## src/hdl/rscl_pkg.sv

```systemverilog
// Shared types, constants and ring helpers for the ring spin class-list engine.
`timescale 1ns / 1ps
`default_nettype none
package rscl_pkg;

    localparam int RING_SITES  = 1024;
    localparam int CLASS_COUNT = 8;
    localparam int SITE_W      = 10;
    localparam int CLASS_W     = 3;
    localparam int SIZE_W      = 11;
    localparam int POS_W       = 10;
    localparam int ENT_AW      = CLASS_W + POS_W;

    typedef enum logic [3:0] {
        ST_CLEAR,
        ST_IDLE,
        ST_OC_LL,
        ST_OC_L,
        ST_OC_S,
        ST_OC_R,
        ST_OC_RR,
        ST_OC_LAST,
        ST_FLIP,
        ST_RL_BACK,
        ST_RL_LAST,
        ST_RL_MOVE,
        ST_RL_ADD,
        ST_FIN_RD,
        ST_FIN_CAP
    } state_t;

    typedef enum logic [2:0] {
        OA_LL,
        OA_L,
        OA_S,
        OA_R,
        OA_RR
    } occ_sel_t;

    typedef enum logic [1:0] {
        TGT_SITE,
        TGT_LEFT,
        TGT_RIGHT
    } tgt_t;

    typedef struct packed {
        logic     clr_wr;
        logic     accept;
        occ_sel_t occ_sel;
        logic     occ_shift;
        logic     flip;
        logic     back_rd;
        logic     last_rd;
        logic     move_wr;
        logic     add_wr;
        logic     fin_rd;
        logic     fin_cap;
        tgt_t     tgt;
    } cmd_t;

    typedef struct packed {
        logic clr_done;
        logic no_flip;
        logic out_busy;
    } status_t;

    function automatic logic [SITE_W-1:0] left_of(input logic [SITE_W-1:0] s);
        logic [SITE_W-1:0] r;
        if (s == '0) begin
            r = SITE_W'(RING_SITES - 1);
        end else begin
            r = s - 1'b1;
        end
        return r;
    endfunction

    function automatic logic [SITE_W-1:0] right_of(input logic [SITE_W-1:0] s);
        logic [SITE_W-1:0] r;
        if (s == SITE_W'(RING_SITES - 1)) begin
            r = '0;
        end else begin
            r = s + 1'b1;
        end
        return r;
    endfunction

endpackage
`default_nettype wire

```

## src/hdl/rscl_ctrl.sv

```systemverilog
// Sequencer that steps the datapath through clearing, flips, relists and reads.
`timescale 1ns / 1ps
`default_nettype none
module rscl_ctrl (
    input  wire logic             aclk,
    input  wire logic             aresetn,
    input  wire logic             s_tvalid,
    output logic                  s_tready,
    input  rscl_pkg::status_t     stat,
    output rscl_pkg::cmd_t        cmd
);

    rscl_pkg::state_t state_reg, state_next;
    rscl_pkg::tgt_t   tgt_reg, tgt_next;

    always_ff @(posedge aclk) begin
        if (!aresetn) begin
            state_reg <= rscl_pkg::ST_CLEAR;
            tgt_reg   <= rscl_pkg::TGT_SITE;
        end else begin
            state_reg <= state_next;
            tgt_reg   <= tgt_next;
        end
    end

    always_comb begin
        state_next = state_reg;
        tgt_next   = tgt_reg;
        case (state_reg)
            rscl_pkg::ST_CLEAR: begin
                if (stat.clr_done) state_next = rscl_pkg::ST_IDLE;
            end
            rscl_pkg::ST_IDLE: begin
                if (s_tvalid) state_next = rscl_pkg::ST_OC_LL;
            end
            rscl_pkg::ST_OC_LL:   state_next = rscl_pkg::ST_OC_L;
            rscl_pkg::ST_OC_L:    state_next = rscl_pkg::ST_OC_S;
            rscl_pkg::ST_OC_S:    state_next = rscl_pkg::ST_OC_R;
            rscl_pkg::ST_OC_R:    state_next = rscl_pkg::ST_OC_RR;
            rscl_pkg::ST_OC_RR:   state_next = rscl_pkg::ST_OC_LAST;
            rscl_pkg::ST_OC_LAST: state_next = rscl_pkg::ST_FLIP;
            rscl_pkg::ST_FLIP: begin
                tgt_next = rscl_pkg::TGT_SITE;
                if (stat.no_flip) begin
                    state_next = rscl_pkg::ST_FIN_RD;
                end else begin
                    state_next = rscl_pkg::ST_RL_BACK;
                end
            end
            rscl_pkg::ST_RL_BACK: state_next = rscl_pkg::ST_RL_LAST;
            rscl_pkg::ST_RL_LAST: state_next = rscl_pkg::ST_RL_MOVE;
            rscl_pkg::ST_RL_MOVE: state_next = rscl_pkg::ST_RL_ADD;
            rscl_pkg::ST_RL_ADD: begin
                case (tgt_reg)
                    rscl_pkg::TGT_SITE: begin
                        tgt_next   = rscl_pkg::TGT_LEFT;
                        state_next = rscl_pkg::ST_RL_BACK;
                    end
                    rscl_pkg::TGT_LEFT: begin
                        tgt_next   = rscl_pkg::TGT_RIGHT;
                        state_next = rscl_pkg::ST_RL_BACK;
                    end
                    default: state_next = rscl_pkg::ST_FIN_RD;
                endcase
            end
            rscl_pkg::ST_FIN_RD: state_next = rscl_pkg::ST_FIN_CAP;
            rscl_pkg::ST_FIN_CAP: begin
                if (!stat.out_busy) state_next = rscl_pkg::ST_IDLE;
            end
            default: state_next = rscl_pkg::ST_CLEAR;
        endcase
    end

    always_comb begin
        cmd           = '0;
        cmd.occ_sel   = rscl_pkg::OA_LL;
        cmd.tgt       = tgt_reg;
        s_tready      = 1'b0;
        case (state_reg)
            rscl_pkg::ST_CLEAR: cmd.clr_wr = 1'b1;
            rscl_pkg::ST_IDLE: begin
                s_tready   = 1'b1;
                cmd.accept = s_tvalid;
            end
            rscl_pkg::ST_OC_LL: cmd.occ_sel = rscl_pkg::OA_LL;
            rscl_pkg::ST_OC_L: begin
                cmd.occ_sel   = rscl_pkg::OA_L;
                cmd.occ_shift = 1'b1;
            end
            rscl_pkg::ST_OC_S: begin
                cmd.occ_sel   = rscl_pkg::OA_S;
                cmd.occ_shift = 1'b1;
            end
            rscl_pkg::ST_OC_R: begin
                cmd.occ_sel   = rscl_pkg::OA_R;
                cmd.occ_shift = 1'b1;
            end
            rscl_pkg::ST_OC_RR: begin
                cmd.occ_sel   = rscl_pkg::OA_RR;
                cmd.occ_shift = 1'b1;
            end
            rscl_pkg::ST_OC_LAST: cmd.occ_shift = 1'b1;
            rscl_pkg::ST_FLIP:    cmd.flip      = 1'b1;
            rscl_pkg::ST_RL_BACK: cmd.back_rd   = 1'b1;
            rscl_pkg::ST_RL_LAST: cmd.last_rd   = 1'b1;
            rscl_pkg::ST_RL_MOVE: cmd.move_wr   = 1'b1;
            rscl_pkg::ST_RL_ADD:  cmd.add_wr    = 1'b1;
            rscl_pkg::ST_FIN_RD:  cmd.fin_rd    = 1'b1;
            rscl_pkg::ST_FIN_CAP: cmd.fin_cap   = !stat.out_busy;
            default: cmd.clr_wr = 1'b0;
        endcase
    end

endmodule
`default_nettype wire

```

## config.mk

```make
export PLATFORM = sky130hd
export DESIGN_NAME = rscl_ctrl
export DESIGN_NICKNAME = d
export VERILOG_FILES = /design/src/hdl/rscl_pkg.sv /design/src/hdl/rscl_ctrl.sv
export SDC_FILE = /design/constraint.sdc
export NUM_CORES = 1
export LEC_CHECK = 0
export BUFFER_PORTS_ARGS = -buffer_cell sky130_fd_sc_hd__buf_4
export CELL_PAD_IN_SITES_DETAIL_PLACEMENT = 1
export CELL_PAD_IN_SITES_GLOBAL_PLACEMENT = 1
export CORE_UTILIZATION = 30
export DETAILED_ROUTE_END_ITERATION = 8
export PLACE_DENSITY = 0.77
export SYNTH_ARGS = -nofsm -noshare
export SYNTH_HDL_FRONTEND = slang
export SYNTH_SLANG_ARGS = --single-unit
```

## constraint.sdc

```tcl
create_clock -name aclk -period 1.3 [get_ports aclk]
set_input_delay 0.26 -clock aclk [delete_from_list [all_inputs] [get_ports aclk]]
set_output_delay 0.26 -clock aclk [all_outputs]
set_load 0.05 [all_outputs]
```

Word-level counts from Yosys, hierarchy flattened
Index checks and enable logic that the tools add are counted.
{"block": "classes", "n_eq_ne": 19, "reduce_logical": 8, "n_mux": 20}
{"cell": "4-bit case mux with 15 select lines", "count": 1}
{"cell": "4-bit == test, second input constant", "count": 7}
{"cell": "4-bit by 3-bit == test with 1-bit output, second input constant", "count": 4}
{"cell": "4-bit two-way mux", "count": 3}
{"cell": "3-bit case mux with 4 select lines", "count": 1}
{"cell": "1-bit two-way mux", "count": 11}
{"cell": "4-bit by 2-bit == test with 1-bit output, second input constant", "count": 2}
{"cell": "2-bit case mux with 2 select lines", "count": 2}
{"cell": "3-bit two-way mux", "count": 2}
{"cell": "2-bit != test, second input constant", "count": 3}
{"cell": "5-bit OR reduction", "count": 1}
{"cell": "4-bit by 1-bit == test with 1-bit output, second input constant", "count": 1}
{"cell": "4-bit logical NOT", "count": 1}
{"cell": "3-bit by 1-bit != test with 1-bit output, second input constant", "count": 1}
{"cell": "3-bit AND reduction", "count": 1}
{"cell": "2-bit by 1-bit == test with 1-bit output, second input constant", "count": 1}
{"cell": "2-bit logical NOT", "count": 1}
{"cell": "2-bit AND reduction", "count": 1}
{"cell": "2-bit nonzero test", "count": 1}
{"cell": "2-bit OR reduction", "count": 1}
{"cell": "1-bit logical NOT", "count": 1}
{"block": "totals", "out_inout_bits": 16, "input_bits": 6, "register_bits": 6, "word_cells": 49}

Depth between registers and ports, before layout
{"block": "logic_depth", "word_depth": 4, "depth_mapped": 5, "mapped_depth_nobuf": 3}

Least setup slack after synthesis
No wires, ideal clock.
{"block": "synth_path", "kind": "register to output", "from": "register state_reg[1]", "to": "output cmd[14] (netlist bit)", "path_stages_with_launch": 4, "n_path_buf": 2, "t_required_ps": 1040, "path_slack_ps": -1073, "arrival_ps": 2113, "path_cell_list": "dfxtp_1 -> buf_2 -> buf_6 -> nor4_1"}
{"item": "from (decl)", "line": "rscl_ctrl.sv:13", "text": "rscl_pkg::state_t state_reg, state_next;"}
{"item": "from (signal assigned)", "line": "rscl_ctrl.sv:18", "text": "state_reg <= rscl_pkg::ST_CLEAR;"}
{"item": "from (signal assigned)", "line": "rscl_ctrl.sv:21", "text": "state_reg <= state_next;"}
{"item": "to (decl)", "line": "rscl_ctrl.sv:10", "text": "output rscl_pkg::cmd_t cmd"}

==> out/summary.txt <==
LOGIC SYNTHESIS
----------------------------------------------------------------------------------
Synth area leader                                                     sky130_fd_sc_hd__dfxtp_1
Most common cell in the netlist                                       sky130_fd_sc_hd__nor2_1
Commonest cells in the netlist                                        sky130_fd_sc_hd__nor2_1, sky130_fd_sc_hd__dfxtp_1
Synthesized net count                                                           71
Number of register bits inferred by synthesis                                    6
Post-synthesis area per instance                                        7.661 um^2
Area share of the largest cell type after synthesis                         0.2412
Ranking of synthesized cells by area                                  sky130_fd_sc_hd__dfxtp_1, sky130_fd_sc_hd__nand2b_1, sky130_fd_sc_hd__nor2_1
Sequential fraction of the synthesis area                                   0.2412
Fraction of registers with async set/reset                                       0
Ys Warns                                                                         0
Synthesized netlist cell count                                                  65
Cell area after synthesis                                               498.0 um^2
Most instantiated flip-flop cell in the synthesis netlist             sky130_fd_sc_hd__dfxtp_1
Post-synth EDFFs                                                                 0
Distinct cell type count after synthesis                                        28

DETAILED ROUTING
----------------------------------------------------------------------------------
Number of antenna-violating nets in the routed design                            0
Number of vias after detailed routing                                          652
Initial DRC Count                                                                6
Post-DR vias/cell                                                            5.670
Iteration count of the initial detailed-routing pass                             4
Final WL                                                                   2438 um
Average detailed-routed wire length per instance                          21.20 um
Total DRC errors in the routed layout                                            0

STA
----------------------------------------------------------------------------------
Crit path time final                                                       1527 ps
Slew of the pin with the lowest slew margin                               301.5 ps
Final-layout worst hold slack                                             307.5 ps
Endpoints failing setup                                                         15
Worst clock skew                                                          1.097 ps
Fin crit share                                                               1.175
Final hold violation count                                                       0
Fin. max-slew vios                                                               0
Final setup slack of the worst path                                      -226.9 ps
Maximum frequency from static timing analysis                            654.9 MHz
Worst slew margin relative to its limit                                     0.7981
Setup repair after global routing missed its margin                           true
Setup TNS                                                                 -2141 ps

PLACED DESIGN
----------------------------------------------------------------------------------
Sum of net half-perimeters after detailed placement                        1394 um
Setup WS pre-CTS                                                         -98.14 ps
Count of buffers inserted at the top-level ports                                21
Routability congestion estimate                                             0.7385

CLOCKING
----------------------------------------------------------------------------------
Number of buffers inserted during clock tree synthesis                           3
Clock latency on the worst-skew pair                                        250 ps
Clock tree from TritonCTS                                                     done
Level count of the clock H-tree                                                  1
Number of clock sinks                                                            6
Clock slew at reported path FFs                                              50 ps
Root cell of the clock tree                                           sky130_fd_sc_hd__clkbuf_4
Maximum clock path buffer count                                                  2

LAYOUT
----------------------------------------------------------------------------------
Largest register FFs                                                             4
Number of nets at the end of the flow                                          107
Signed area change from the synthesized netlist to the final layout         119.1%
Share of cells above drive strength 1                                       0.6970
Ant diodes                                                                       0

FLOORPLAN
----------------------------------------------------------------------------------
Core outline area                                                        1524 um^2
Floorplan die area                                                       1827 um^2
Die X                                                                     42.74 um
Placement Rows                                                                  14
Initial standard-cell utilization of the core                               0.3268
Top-level port count                                                            22
Overall die height                                                        42.74 um

WORST HOLD PATH
----------------------------------------------------------------------------------
Path class of the lowest-slack min-delay path                            in -> reg
Cell count of the worst hold path                                                3

GLOBAL ROUTING
----------------------------------------------------------------------------------
Global-route congestion overflow total                                           0
Total global-route track usage                                              0.2394
Number of global-route vias before repair                                      661
Number of antenna violations at the first check in global routing                0
Largest net degree at the start of global routing                               12
First-pass GRT wire length                                                 3305 um

CRITICAL PATH
----------------------------------------------------------------------------------
Cells traversed along the worst timing path                           buf_6, nor4_4, buf_6
Sort of element at the end of the critical path                       primary output
Critical path's slowest cell                                          sky130_fd_sc_hd__dfxtp_4
Worst setup path class                                                  reg -> out
Most used cell along the critical path                                sky130_fd_sc_hd__buf_6
Required time at the endpoint of the critical path                         1040 ps
Startpoint type of the worst setup path                                  flip-flop
Crit Path Max Fanout                                                             6
Endpoint arrival time on the critical path                                 1270 ps
Critical path's largest stage delay                                         370 ps
Number of cells on the worst reg-to-reg path                                     4

POWER
----------------------------------------------------------------------------------
Peak VDD IR                                                            0.0004954 V
Leakage power summed over all cells                                      0.4278 nW
Power per standard cell area                                          626.3 nW/um^2

JOB
----------------------------------------------------------------------------------
Max-cap violation count                                                          0

RUN STATUS
----------------------------------------------------------------------------------
Failing checks                                                        setup timing
Outcome                                                               finished with violations

-- metal layers --
| metal | vias to the layer above | part of all wire | wire length, um | GRT usage |
|---|---|---|---|---|
| li1 | 303 | - | - | - |
| met1 | 317 | 0.39 | 940 | 0.2782 |
| met2 | 23 | 0.55 | 1344 | 0.4364 |
| met3 | 9 | 0.035 | 86 | 0.05106 |
| met4 | 0 | 0.028 | 68 | 0.06250 |
| met5 | - | 0 | 0 | 0 |
-- cells by family after synthesis --
logic type / synth area share
compound gates: 0.2136
flops: 0.2412
buf+inv: 0.1030
mux: 0.04020
simple gates: 0.4020
-- where the power goes --
group	total (W)	internal, W	switching [W]	leakage, nW
Combinational	0.000298	0.000135	0.000162	0.362
Sequential	0.000202	0.000188	0.0000139	0.0516
Clock	0.000184	0.000105	0.0000789	0.0138
-- cells in the final DEF (no fill, tap or decap), types with 2 or more instances in the layout --
cell                        n
sky130_fd_sc_hd__a31oi_1    3
sky130_fd_sc_hd__a21oi_1    3
sky130_fd_sc_hd__dfxtp_4    4
sky130_fd_sc_hd__nor2_1     2
sky130_fd_sc_hd__nand2b_4   4
sky130_fd_sc_hd__nor2b_1    2
sky130_fd_sc_hd__buf_4     15
sky130_fd_sc_hd__a21oi_4    2
sky130_fd_sc_hd__mux2i_1    2
sky130_fd_sc_hd__nor2_4     6
sky130_fd_sc_hd__dfxtp_1    2
sky130_fd_sc_hd__buf_8      4
sky130_fd_sc_hd__nand2_1    4
sky130_fd_sc_hd__clkbuf_4   3
sky130_fd_sc_hd__buf_6     18
sky130_fd_sc_hd__nor3_4     5
-- worst paths after layout --
path                              from                   endpoint  slack (ps)
min                           s_tvalid  state_reg[0]$_SDFFE_PN0P_         310
max          state_reg[1]$_SDFFE_PN0P_                    cmd[14]        -230
min reg2reg    tgt_reg[1]$_SDFFE_PN0P_    tgt_reg[1]$_SDFFE_PN0P_         620
max reg2reg  state_reg[2]$_SDFFE_PN0P_  state_reg[2]$_SDFFE_PN0P_         -20
-- area by class of cell --
class | count | area (um^2)
timing repair buffer | 38 | 395.4
tap | 16 | 20.02
inverter | 1 | 3.754
fill | 150 | 432.9
sequential | 6 | 135.1
clock buffer | 3 | 22.52
multi-input combinational | 51 | 514.2
-- metrics by stage --
step	power, W	area, um^2	std cells	utilization
3_3_place_gp	0.0004397	877.1	107	0.5755
6_report	0.0006833	1091	115	0.7159
5_1_grt	0.0007078	1091	115	0.7159
2_1_floorplan	0.0003855	679.4	65	-
4_1_cts	0.0006567	1007	111	0.6609
3_5_place_dp	0.0004467	877.1	107	0.5755
-- worst max-delay path, delay by kind of cell (launching register included) --
family / cells / cell delay [ps]
buffers and inverters: 2 / 340
AND/OR/NAND/NOR: 1 / 300
flip-flops: 1 / 370
-- what timing repair did --
action | CTS | global route
hold buffers | 0 | 0
pin swaps | 7 | 8
resized for setup | 28 | 13
endpoints found under the hold margin | 0 | 0
buffers inserted | 1 | 4
setup endpoints to repair | 14 | 16
Note: power is estimated with default switching activity, not from simulation.
